<file path="src/rtl/lrae_pkg.sv">
// Shared types, character codes and operator decoding for the arithmetic evaluator.
`default_nettype none

package lrae_pkg;

  localparam int unsigned RESULT_W        = 64;
  localparam int unsigned VALUE_WIDTH_DEF = 64;

  localparam logic [7:0] CH_ZERO  = 8'd48;
  localparam logic [7:0] CH_NINE  = 8'd57;
  localparam logic [7:0] CH_PLUS  = 8'd43;
  localparam logic [7:0] CH_MINUS = 8'd45;
  localparam logic [7:0] CH_STAR  = 8'd42;
  localparam logic [7:0] CH_SLASH = 8'd47;
  localparam logic [7:0] CH_EQUAL = 8'd61;

  typedef enum logic [2:0] {
    OP_NONE = 3'd0,
    OP_ADD  = 3'd1,
    OP_SUB  = 3'd2,
    OP_MUL  = 3'd3,
    OP_DIV  = 3'd4,
    OP_EQ   = 3'd5
  } op_e;

  // Commands from the controller to the datapath.
  typedef struct packed {
    logic accept;  // an input character is taken this cycle
    logic step;    // one multiply or divide iteration
    logic finish;  // write the iterated result back
    logic emit;    // load the output register and clear the line state
  } lrae_cmd_t;

  // Status from the datapath to the controller.
  typedef struct packed {
    logic long_op;    // the character on the input needs an iterated operation
    logic iter_last;  // the current iteration is the final one
    logic out_free;   // the output register can take a new result
  } lrae_sts_t;

  function automatic op_e op_code(input logic [7:0] ch);
    op_e op;
    unique case (ch)
      CH_PLUS:  op = OP_ADD;
      CH_MINUS: op = OP_SUB;
      CH_STAR:  op = OP_MUL;
      CH_SLASH: op = OP_DIV;
      CH_EQUAL: op = OP_EQ;
      default:  op = OP_NONE;
    endcase
    return op;
  endfunction

endpackage

`default_nettype wire

</file>
<file path="src/rtl/lrae_ctrl.sv">
// Controller state machine of the arithmetic evaluator.
`default_nettype none

module lrae_ctrl
  import lrae_pkg::*;
(
  input  wire logic      clk_i,
  input  wire logic      rst_ni,
  input  wire logic      in_valid_i,
  input  wire logic      in_last_i,
  output logic           in_ready_o,
  input  wire lrae_sts_t sts_i,
  output lrae_cmd_t      cmd_o
);

  localparam logic [1:0] S_IDLE = 2'd0;
  localparam logic [1:0] S_RUN  = 2'd1;
  localparam logic [1:0] S_FIN  = 2'd2;
  localparam logic [1:0] S_EMIT = 2'd3;

  logic [1:0] state_q, state_d;
  logic       last_q, last_d;

  always_comb begin
    state_d    = state_q;
    last_d     = last_q;
    in_ready_o = 1'b0;
    cmd_o      = '0;
    unique case (state_q)
      S_IDLE: begin
        in_ready_o   = 1'b1;
        cmd_o.accept = in_valid_i;
        if (in_valid_i) begin
          last_d = in_last_i;
          if (sts_i.long_op) begin
            state_d = S_RUN;
          end else if (in_last_i) begin
            state_d = S_EMIT;
          end
        end
      end
      S_RUN: begin
        cmd_o.step = 1'b1;
        if (sts_i.iter_last) begin
          state_d = S_FIN;
        end
      end
      S_FIN: begin
        cmd_o.finish = 1'b1;
        state_d      = last_q ? S_EMIT : S_IDLE;
      end
      S_EMIT: begin
        if (sts_i.out_free) begin
          cmd_o.emit = 1'b1;
          state_d    = S_IDLE;
        end
      end
      default: state_d = S_IDLE;
    endcase
  end

  always_ff @(posedge clk_i or negedge rst_ni) begin
    if (!rst_ni) begin
      state_q <= S_IDLE;
      last_q  <= 1'b0;
    end else begin
      state_q <= state_d;
      last_q  <= last_d;
    end
  end

`ifndef SYNTHESIS
  a_cmd_onehot: assert property (@(posedge clk_i) disable iff (!rst_ni)
    $onehot0({cmd_o.accept, cmd_o.step, cmd_o.finish, cmd_o.emit}))
    else $error("more than one datapath command at once");

  a_run_to_fin: assert property (@(posedge clk_i) disable iff (!rst_ni)
    (state_q == S_RUN && sts_i.iter_last) |=> state_q == S_FIN)
    else $error("iteration end did not lead to write-back");

  a_fin_last_emits: assert property (@(posedge clk_i) disable iff (!rst_ni)
    (state_q == S_FIN && last_q) |=> state_q == S_EMIT)
    else $error("line end after an iterated operation produced no result");
`endif

endmodule

`default_nettype wire

</file>
<file path="src/rtl/lrae_dp.sv">
// Datapath of the arithmetic evaluator: line state, shift-add multiplier and divider.
`default_nettype none

module lrae_dp
  import lrae_pkg::*;
#(
  parameter int unsigned VALUE_WIDTH = VALUE_WIDTH_DEF
) (
  input  wire logic                clk_i,
  input  wire logic                rst_ni,
  input  wire logic [7:0]          ch_i,
  input  wire lrae_cmd_t           cmd_i,
  output lrae_sts_t                sts_o,
  output logic                     out_valid_o,
  input  wire logic                out_ready_i,
  output logic [RESULT_W-1:0]      out_result_o,
  output logic                     out_dz_o
);

  localparam int unsigned W    = VALUE_WIDTH;
  localparam int unsigned CntW = $clog2(VALUE_WIDTH);

  function automatic logic [W-1:0] mag_f(input logic [W-1:0] x);
    return x[W-1] ? (W'(0) - x) : x;
  endfunction

  logic [W-1:0]    acc_q, opnd_q;
  op_e             pend_q, nxt_op_q;
  logic            err_q;
  logic [W-1:0]    rem_q, quo_q, dvs_q;
  logic            neg_q;
  logic [CntW-1:0] cnt_q;
  logic            out_valid_q;
  logic [RESULT_W-1:0] out_res_q;
  logic            out_dz_q;

  logic            is_digit;
  op_e             op;
  logic [W-1:0]    digit;
  logic [W-1:0]    dec_next;
  logic            start;
  logic [W:0]      shl;
  logic [W:0]      trial;

  assign is_digit = (ch_i >= CH_ZERO) && (ch_i <= CH_NINE);
  assign op       = op_code(ch_i);
  assign digit    = W'(ch_i[3:0]);
  // x * 10 + d as two shifted copies and the digit.
  assign dec_next = ((pend_q == OP_NONE) ? ((acc_q << 3) + (acc_q << 1))
                                         : ((opnd_q << 3) + (opnd_q << 1))) + digit;
  assign start    = !is_digit && (op != OP_NONE) &&
                    (pend_q == OP_MUL || pend_q == OP_DIV);

  // Restoring division: shift in the next dividend bit, try to subtract.
  assign shl   = {rem_q, quo_q[W-1]};
  assign trial = shl - {1'b0, dvs_q};

  assign sts_o.long_op   = start;
  assign sts_o.iter_last = (cnt_q == CntW'(W - 1));
  assign sts_o.out_free  = !out_valid_q || out_ready_i;

  // Line state.
  always_ff @(posedge clk_i or negedge rst_ni) begin
    if (!rst_ni) begin
      acc_q  <= '0;
      opnd_q <= '0;
      pend_q <= OP_NONE;
      err_q  <= 1'b0;
    end else if (cmd_i.emit) begin
      acc_q  <= '0;
      opnd_q <= '0;
      pend_q <= OP_NONE;
      err_q  <= 1'b0;
    end else if (cmd_i.finish) begin
      pend_q <= nxt_op_q;
      opnd_q <= '0;
      if (pend_q == OP_MUL) begin
        acc_q <= rem_q;
      end else if (opnd_q == '0) begin
        acc_q <= '0;
        err_q <= 1'b1;
      end else begin
        acc_q <= neg_q ? (W'(0) - quo_q) : quo_q;
      end
    end else if (cmd_i.accept) begin
      if (is_digit) begin
        if (pend_q == OP_NONE) begin
          acc_q <= dec_next;
        end else begin
          opnd_q <= dec_next;
        end
      end else if (op != OP_NONE && !start) begin
        pend_q <= op;
        opnd_q <= '0;
        case (pend_q)
          OP_ADD:  acc_q <= acc_q + opnd_q;
          OP_SUB:  acc_q <= acc_q - opnd_q;
          default: acc_q <= acc_q;
        endcase
      end
    end
  end

  // Iteration registers, shared by multiply (product, multiplier, multiplicand)
  // and divide (remainder, quotient, divisor).
  always_ff @(posedge clk_i) begin
    if (cmd_i.accept && start) begin
      rem_q    <= '0;
      cnt_q    <= '0;
      nxt_op_q <= op;
      neg_q    <= acc_q[W-1] ^ opnd_q[W-1];
      if (pend_q == OP_MUL) begin
        quo_q <= opnd_q;
        dvs_q <= acc_q;
      end else begin
        quo_q <= mag_f(acc_q);
        dvs_q <= mag_f(opnd_q);
      end
    end else if (cmd_i.step) begin
      cnt_q <= cnt_q + CntW'(1);
      if (pend_q == OP_MUL) begin
        if (quo_q[0]) begin
          rem_q <= rem_q + dvs_q;
        end
        quo_q <= quo_q >> 1;
        dvs_q <= dvs_q << 1;
      end else if (!trial[W]) begin
        rem_q <= trial[W-1:0];
        quo_q <= {quo_q[W-2:0], 1'b1};
      end else begin
        rem_q <= shl[W-1:0];
        quo_q <= {quo_q[W-2:0], 1'b0};
      end
    end
  end

  // Output register.
  always_ff @(posedge clk_i or negedge rst_ni) begin
    if (!rst_ni) begin
      out_valid_q <= 1'b0;
    end else if (cmd_i.emit) begin
      out_valid_q <= 1'b1;
    end else if (out_ready_i) begin
      out_valid_q <= 1'b0;
    end
  end

  always_ff @(posedge clk_i) begin
    if (cmd_i.emit) begin
      out_res_q <= RESULT_W'($signed(acc_q));
      out_dz_q  <= err_q;
    end
  end

  assign out_valid_o  = out_valid_q;
  assign out_result_o = out_res_q;
  assign out_dz_o     = out_dz_q;

endmodule

`default_nettype wire

</file>
<file path="src/rtl/left_to_right_arith_evaluator.sv">
// Top level of the left-to-right arithmetic line evaluator.
`default_nettype none

// The block reads an arithmetic line one ASCII character per transfer and
// evaluates it strictly left to right, without operator precedence. Digits
// build the current operand; each of + - * / = applies the operator before it
// to the accumulator and the operand, then becomes the pending operator. The
// first operator of a line only becomes pending. Other characters are ignored,
// and an operand without digits counts as zero. Digits after the last operator
// are never applied. A transfer with tlast set ends the line: after that
// character is handled, one result transfer carries the accumulator as a
// signed 64-bit value, sign-extended from VALUE_WIDTH bits, and tuser flags any
// division by zero on the line (such a division gives zero). Arithmetic wraps
// at VALUE_WIDTH bits; division truncates toward zero. A digit, an ignored
// character or an operator that applies nothing, +, - or =, is handled as it
// is taken. An operator whose pending operator is * or / runs through a shared
// shift-add multiplier / restoring divider one bit per cycle, and no further
// character is taken until its result is written back. At the end of a line
// the output register is loaded; it holds the result while the next line's
// characters are already taken, and only a second line end waits for the
// register to empty.
module left_to_right_arith_evaluator
  import lrae_pkg::*;
#(
  parameter int unsigned VALUE_WIDTH = VALUE_WIDTH_DEF
) (
  input  wire logic                clk_i,
  input  wire logic                rst_ni,
  input  wire logic                s_axis_tvalid_i,
  output logic                     s_axis_tready_o,
  input  wire logic [7:0]          s_axis_tdata_i,   // [7:0] ch
  input  wire logic                s_axis_tlast_i,   // line_end
  output logic                     m_axis_tvalid_o,
  input  wire logic                m_axis_tready_i,
  output logic [RESULT_W-1:0]      m_axis_tdata_o,   // [63:0] result
  output logic [0:0]               m_axis_tuser_o    // [0] div_by_zero
);

  lrae_cmd_t cmd;
  lrae_sts_t sts;
  logic      dz;

  lrae_ctrl u_ctrl (
    .clk_i      (clk_i),
    .rst_ni     (rst_ni),
    .in_valid_i (s_axis_tvalid_i),
    .in_last_i  (s_axis_tlast_i),
    .in_ready_o (s_axis_tready_o),
    .sts_i      (sts),
    .cmd_o      (cmd)
  );

  lrae_dp #(
    .VALUE_WIDTH (VALUE_WIDTH)
  ) u_dp (
    .clk_i        (clk_i),
    .rst_ni       (rst_ni),
    .ch_i         (s_axis_tdata_i),
    .cmd_i        (cmd),
    .sts_o        (sts),
    .out_valid_o  (m_axis_tvalid_o),
    .out_ready_i  (m_axis_tready_i),
    .out_result_o (m_axis_tdata_o),
    .out_dz_o     (dz)
  );

  assign m_axis_tuser_o = dz;

endmodule

`default_nettype wire
</file>
<file path="config.mk">
export PLATFORM = sky130hd
export DESIGN_NAME = left_to_right_arith_evaluator
export DESIGN_NICKNAME = d
export VERILOG_FILES = /design/src/rtl/lrae_pkg.sv /design/src/rtl/lrae_ctrl.sv /design/src/rtl/lrae_dp.sv /design/src/rtl/left_to_right_arith_evaluator.sv
export SDC_FILE = /design/constraint.sdc
export NUM_CORES = 2
export LEC_CHECK = 0
export CORE_ASPECT_RATIO = 1.75
export CORE_MARGIN = 2
export CORE_UTILIZATION = 65
export CTS_BUF_LIST = sky130_fd_sc_hd__clkbuf_16
export DETAILED_ROUTE_END_ITERATION = 12
export DONT_BUFFER_PORTS = 1
export PLACE_DENSITY_LB_ADDON = 0.2
export SLEW_MARGIN = 20
export SYNTH_ARGS = -nofsm -noshare
export SYNTH_HDL_FRONTEND = slang
export SYNTH_SLANG_ARGS = --single-unit
</file>
<file path="constraint.sdc">
create_clock -name clk_i -period 12.3 [get_ports clk_i]
set_input_delay 2.46 -clock clk_i [delete_from_list [all_inputs] [get_ports clk_i]]
set_output_delay 2.46 -clock clk_i [all_outputs]
set_load 0.02 [all_outputs]
</file>
# [Word-level counts from Yosys, hierarchy flattened]
# Index checks and enable logic that the tools add are counted.
[op_classes] add_sub_neg=11 mul=0 n_div=0 magnitude_cmp=2 eq_ne=22 n_shift=0 n_mux=56 bitwise_logic=1 n_reduce_logical=31
[ops] operator="$mux 64" n=29
[ops] operator="$add 64x64->64" n=4
[ops] operator="$sub 1x64->64 const A" n=3
[ops] operator="$pmux 64 s2" n=1
[ops] operator="$sub 65x64->65" n=1
[ops] operator="$add 64x4->64" n=1
[ops] operator="$logic_not 64->1" n=1
[ops] operator="$sub 64x64->64" n=1
[ops] operator="$eq 8x6->1 const B" n=5
[ops] operator="$mux 3" n=5
[ops] operator="$pmux 3 s5" n=1
[ops] operator="$mux 1" n=13
[ops] operator="$mux 2" n=6
[ops] operator="$reduce_bool 2->1" n=5
[ops] operator="$reduce_and 3->1" n=3
[ops] operator="$reduce_bool 3->1" n=3
[ops] operator="$ge 8x6->1 const B" n=1
[ops] operator="$le 8x6->1 const B" n=1
[ops] operator="$ne 2x2->1 const B" n=4
[ops] operator="$ne 4x4->1 const B" n=2
[ops] operator="$pmux 2 s4" n=1
[ops] operator="$reduce_and 4->1" n=2
[ops] operator="$add 6x1->6 const B" n=1
[ops] operator="$eq 3x2->1 const B" n=2
[ops] operator="17 further kinds" n=27
[totals] register_bits=403 latch_bits=0 ramBits=0 rom_bits=0 out_inout_bits=67 wordCells=138 mem_count=0

# [Longest topological paths before layout]
[logic_depth] word_depth=12 depth_mapped=25

# [By module]
# From an unflattened synthesis, not the netlist that was laid out.
[hier_totals] cells_unflattened=5862 area_unflattened_um2=44495.2
[by_module_without_submodules] mod="lrae_dp" n_inst=1 cells_per_inst=5841 area_each_um2=44300.0 seq_area_each_um2=10645.2
[by_module_without_submodules] mod="lrae_ctrl" n_inst=1 cells_per_inst=21 area_each_um2=195.2 seq_area_each_um2=75.1

# [Worst setup path after synthesis]
# OpenSTA, ideal clock, no wires.
[synth_path] kind="input -> register" start="input port s_axis_tdata_i[1]" end="register u_dp.dvs_q[0], enable pin" setup_time_ns=1.043 arrival_time_ns=5.929 required_time_ns=11.257 path_slack_ns=5.328 cell_stages=9 path_buffers=4 path_cell_list="clkbuf_1 -> mux2i_1 -> a211oi_1 -> nor2b_1 -> nand2_1 -> clkbuf_1 -> clkbuf_1 -> clkbuf_1 -> o21ai_0"
[synth_between] elab_chain_cells=8 elab_cells_between_ends=17 cone_classes="order compare: 2; eq/ne: 5; mux: 1; reduce/logical: 9"
[synth_rtl] element="start, declared" line_no="left_to_right_arith_evaluator.sv:31" text="input wire logic [7:0] s_axis_tdata_i,"
[synth_rtl] element="$ge 8x6->1 (tied with other cells)" line_no="lrae_dp.sv:45" text="assign is_digit = (ch_i >= CH_ZERO) && (ch_i <= CH_NINE);"
[synth_rtl] element="$logic_and 1x1->1 / $pmux 3 s5 (equally long branches)" line_no="lrae_dp.sv:45, lrae_pkg.sv:43"
[synth_rtl] element="$logic_not 1->1 / $reduce_bool 3->1 (equally long branches)" line_no="lrae_dp.sv:51" text="assign start = !is_digit && (op != OP_NONE) &&"
[synth_rtl] element="$logic_and 1x1->1 (*) (2 in series)" line_no="lrae_dp.sv:51"
[synth_rtl] element="$logic_and 1x1->1 (*)" line_no="lrae_dp.sv:107" text="if (cmd_i.accept && start) begin"
[synth_rtl] element="$reduce_bool 2->1 (no line)"
[synth_rtl] element="$reduce_and 2->1 (no line) (*)"
[synth_rtl] element="end signal, assigned" line_no="lrae_dp.sv:114" text="dvs_q <= acc_q;"
[synth_rtl] element="end signal, assigned" line_no="lrae_dp.sv:117" text="dvs_q <= mag_f(opnd_q);"
[synth_rtl] element="end signal, assigned" line_no="lrae_dp.sv:126" text="dvs_q <= dvs_q << 1;"
[synth_rtl] element="end, declared" line_no="lrae_dp.sv:30" text="logic [W-1:0] rem_q, quo_q, dvs_q;"
# Mark *: on every way between the ends. The rest lies on a longest branch, timed or not.
# A chain may end at the register's enable or synchronous reset.

# [Final worst setup path]
[layout_path] start="register u_dp.opnd_q[9]" end="register u_dp.acc_q[59]"
[layout_between] elab_chain_cells=8 elab_cells_between_ends=15 cone_classes="add/sub: 4; mux: 10; reduce/logical: 1"
[layout_rtl] element="start, declared" line_no="lrae_dp.sv:27" text="logic [W-1:0] acc_q, opnd_q;"
[layout_rtl] element="start signal, assigned" line_no="lrae_dp.sv:90" text="opnd_q <= dec_next;"
[layout_rtl] element="$add 64x64->64" line_no="lrae_dp.sv:50" text=": ((opnd_q << 3) + (opnd_q << 1))) + digit;"
[layout_rtl] element="$mux 64" line_no="lrae_dp.sv:49" text="assign dec_next = ((pend_q == OP_NONE) ? ((acc_q << 3) + (acc_q << 1))"
[layout_rtl] element="$add 64x4->64" line_no="lrae_dp.sv:50"
[layout_rtl] element="$mux 64" line_no="lrae_dp.sv:87" text="if (pend_q == OP_NONE) begin"
[layout_rtl] element="$mux 64" line_no="lrae_dp.sv:86" text="if (is_digit) begin"
[layout_rtl] element="$mux 64" line_no="lrae_dp.sv:85" text="end else if (cmd_i.accept) begin"
[layout_rtl] element="$mux 64 (*)" line_no="lrae_dp.sv:74" text="end else if (cmd_i.finish) begin"
[layout_rtl] element="$mux 64 (*)" line_no="lrae_dp.sv:69" text="end else if (cmd_i.emit) begin"
[layout_rtl] element="end signal, assigned" line_no="lrae_dp.sv:78" text="acc_q <= rem_q;"
[layout_rtl] element="end signal, assigned" line_no="lrae_dp.sv:83" text="acc_q <= neg_q ? (W'(0) - quo_q) : quo_q;"
[layout_rtl] element="end signal, assigned" line_no="lrae_dp.sv:88" text="acc_q <= dec_next;"
[layout_rtl] element="end, declared" line_no="lrae_dp.sv:27"
# Mark *: on every way between the ends. The rest lies on a longest branch, timed or not. The select of a mux whose other input is x is not followed.

==> results.json <==
{
  "synth_edf_count": 197,
  "dieArea_um2": 71740,
  "finalSetupViolations": 0,
  "worstPathMaxFanout": 11,
  "synthTopCellsByArea": "edfxtp_1 (13%), ha_1 (8.8%), dfrtp_1 (7.5%)",
  "setup-tns-final_ns": 0,
  "power.density_nw_per_um2": 310.0,
  "p_comb_frac": 0.728,
  "use_met1": 0.5239,
  "cts_root_buf": "clkbuf_16",
  "worst_ep_arrival_time_ns": 7.78,
  "maxSlewViolCount": 0,
  "rows": 127,
  "layout_min_cycle_time_ns": 7.247,
  "clock_path_buffers": 3,
  "cp-end-kind": "register",
  "drt_iter0_drc": 4798,
  "cts_inserted_buffers": 43,
  "path_depth": 21,
  "grt_usage": 0.4180,
  "start_kind": "register",
  "dr_total_vias": 45660,
  "grt_start_max_net_pins": 173,
  "path_buf_inv": 0,
  "cts_tree": "built",
  "cts.clk_slew.worst_paths_ns": 0.06,
  "pwr-share-seq": 0.180,
  "ir_worst_vdd_mv": 0.2212,
  "syn2layout_area_growth_pct": 4.039,
  "clkSinkCount": 403,
  "drtAntennaViolNets": 0,
  "diodes": 0,
  "firstDrtPassIters": 6,
  "syn_avg_cell_area_um2": 7.730,
  "maxCapViolations": 0,
  "synth_most_common_cell": "nand2_1",
  "crit_type": "register to register",
  "clockPowerShare": 0.092,
  "post_cts_resize_count": 0,
  "synth_warnings": 0,
  "tightest_slew_ns": 1.158,
  "synth_nets": 6184,
  "synth_common_cells": "nand2_1 (710), a21oi_1 (475), o21ai_0 (475)",
  "post_drt_wl_per_cell_um": 23.68,
  "synth.largest_area_cell": "edfxtp_1",
  "synth-async-reset-ratio": 0.3375,
  "status": "finished clean",
  "synth.top_cell.area_share": 0.1309,
  "slew_headroom": 0.2196,
  "finClkSkew_ns": 0.02408,
  "report.final.hold_viol_count": 0,
  "hold_class": "register to register",
  "finalWorstSetupSlack_ns": 5.053,
  "hold_depth": 0,
  "ys_types": 95,
  "gp_congestion": 0.9971,
  "busiest_layer": "met2",
  "h-tree-depth": 2,
  "nNetsFinal": 5938,
  "synth_seq_cells": 403,
  "required_ns": 12.83,
  "ios": 80,
  "path_cells": "or4_4 -> or4b_4 -> or4_1 -> nor2_1 -> nand2_1 -> or4_1 -> or3_1 -> o31ai_1 -> xor2_1 -> ha_1 -> a21o_1 -> a21o_1 -> a21oi_1 -> and3b_1 -> a21oi_1 -> o21ai_0 -> o221ai_1 -> a311oi_1 -> xnor2_1 -> o21ai_0 -> a2bb2oi_1",
  "seq_area_frac_synth": 0.2372,
  "ys.flop_type": "edfxtp_1",
  "drcViolationCount": 0,
  "hold_buffers": 0,
  "dp_hpwl_um": 118800,
  "p_leak_uw": 0.01968,
  "grt_pass1_vias": 43069,
  "start_util": 0.6584,
  "rsz0062_at_grt": "false",
  "syn_area_um2": 45200,
  "grt_pass1_wl_um": 238100,
  "r2r_cells": 21,
  "max_clock_freq_mhz": 138.0,
  "cp_top_family": "simple AND/OR/NAND/NOR gates",
  "totalWireLength_um": 154900,
  "antenna_found_initial": 2,
  "cp_slowest_cell": "or4_1",
  "clk_latency_ns": 0.62,
  "dieWidth_um": 203.3,
  "synth_cells": 5847,
  "gr-usage-met2": 0.6957,
  "slowest_delay_ns": 0.70,
  "power.switching_uw": 7868,
  "numPortBuffers": 0,
  "core_um2": 68650,
  "layout-drive-gt1-share": 0.04400,
  "sw_frac_of_total": 0.5397,
  "viasPerCell": 6.983,
  "grt_util_met3": 0.04827,
  "finalCritPeriodShare": 0.5892,
  "dieHeight_um": 352.8,
  "grt_overflow": 0,
  "dp_slack_ns": 5.185,
  "cts_setup_buffers": 0,
  "p_int_uw": 6710
}
-- power by group through the flow --
stage / clock [uW] / combinational, uW / sequential (uW)
2_1_floorplan: 0 / 7890 / 2330
3_3_place_gp: 0 / 10200 / 2600
3_5_place_dp: 0 / 10300 / 2610
4_1_cts: 1350 / 10400 / 2590
5_1_grt: 1400 / 11500 / 2660
6_report: 1340 / 10600 / 2630
-- sequential cells by signal, summed over array words and instances (netlist names), 2 cells and up --
signal,cells
u_ctrl.state_q,2
u_dp.acc_q,64
u_dp.cnt_q,6
u_dp.dvs_q,64
u_dp.nxt_op_q,3
u_dp.opnd_q,64
u_dp.out_result_o,64
u_dp.pend_q,3
u_dp.quo_q,64
u_dp.rem_q,64
-- kinds of logic (layout without fill, tap and decap cells) --
family / after synthesis / after routing / share of synthesized area
AO/OA/AOI/OAI: 2078 / 2078 / 0.3006
XOR/XNOR: 526 / 526 / 0.1019
adder cells (fa/ha/maj): 324 / 324 / 0.09069
buffers and inverters: 509 / 298 / 0.04285
flip-flops: 403 / 403 / 0.2372
multiplexers: 97 / 97 / 0.02334
AND/OR/NAND/NOR: 1910 / 1910 / 0.2034
-- worst reg2reg max path, stage by stage (launching register included) --
cell and delay [ns]:
dfrtp_1 0.56, or4_4 0.62, or4b_4 0.54, or4_1 0.71
nor2_1 0.39, nand2_1 0.15, or4_1 0.46, or3_1 0.42
o31ai_1 0.29, xor2_1 0.19, ha_1 0.34, a21o_1 0.21
a21o_1 0.16, a21oi_1 0.18, and3b_1 0.20, a21oi_1 0.12
o21ai_0 0.46, o221ai_1 0.30, a311oi_1 0.40, xnor2_1 0.18
o21ai_0 0.10, a2bb2oi_1 0.18
-- final timing paths --
kind | from | endpoint | slack (ns)
min | u_dp.err_q$_DFFE_PN0P_ | u_dp.out_dz_o$_DFFE_PP_ | 0.46
max | u_dp.opnd_q[9]$_DFFE_PN0P_ | u_dp.acc_q[59]$_DFFE_PN0P_ | 5.05
min reg2reg | u_dp.err_q$_DFFE_PN0P_ | u_dp.out_dz_o$_DFFE_PP_ | 0.46
max reg2reg | u_dp.opnd_q[9]$_DFFE_PN0P_ | u_dp.acc_q[59]$_DFFE_PN0P_ | 5.05
max in group asynchronous | rst_ni | u_dp.acc_q[63]$_DFFE_PN0P_ | 10.47
min in group asynchronous | rst_ni | u_dp.opnd_q[0]$_DFFE_PN0P_ | 1.54
-- cell type report --
cell class | instances | area, um^2
clock inverters | 36 | 300.3
fillers | 5984 | 21620
flip-flops and latches | 403 | 10720
clock buffers | 44 | 1101
inverters | 151 | 570.5
repair buffers | 67 | 515.5
well taps | 903 | 1130
multi-input cells | 4935 | 32680
-- per-layer routing --
| metal | share of wire | vias up |
|---|---|---|
| li1 | - | 21355 |
| met1 | 0.39 | 21558 |
| met2 | 0.47 | 2246 |
| met3 | 0.082 | 501 |
| met4 | 0.065 | 0 |
| met5 | 0 | - |
-- stage by stage --
step                      instance area [um^2]  hold WS, ns  power [uW]  utilization  cells
after detailed placement                 45620       0.4426       12880       0.6645   6459
after floorplan                          45200       0.4254       10220            -   5847
after CTS                                47020       0.4568       14290       0.6849   6539
after global routing                     47020       0.4726       15610       0.6850   6539
after global placement                   45620       0.4411       12760       0.6645   6459
final                                    47020       0.4595       14580       0.6850   6539
-- cells in the final DEF (no fill, tap or decap), types with 40 or more instances in the layout --
| master | Yosys | routed |
|---|---|---|
| nand2_1 | 710 | 708 |
| o21ai_0 | 475 | 474 |
| a21oi_1 | 475 | 473 |
| nor2_1 | 405 | 400 |
| ha_1 | 318 | 318 |
| xor2_1 | 297 | 297 |
| xnor2_1 | 229 | 229 |
| edfxtp_1 | 197 | 197 |
| a21o_1 | 195 | 195 |
| inv_1 | 149 | 156 |
| a211oi_1 | 144 | 143 |
| dfrtp_1 | 136 | 134 |
| nor3_1 | 122 | 120 |
| a31oi_1 | 108 | 108 |
| o31ai_1 | 105 | 105 |
| nand3_1 | 97 | 96 |
| o211ai_1 | 92 | 92 |
| nand4_1 | 91 | 91 |
| mux2i_1 | 84 | 84 |
| or3_1 | 72 | 71 |
| dfxtp_1 | 70 | 70 |
| o21a_1 | 66 | 66 |
| buf_4 | 2 | 66 |
| a22o_1 | 61 | 61 |
| nor2b_1 | 60 | 59 |
| nand2b_1 | 55 | 54 |
| and3_1 | 45 | 44 |
| o21bai_1 | 44 | 44 |
| clkbuf_16 | 0 | 44 |
| and2_1 | 43 | 43 |
| a221oi_1 | 41 | 41 |
| nor4_1 | 42 | 40 |
Power figures use the tool's default switching activity.
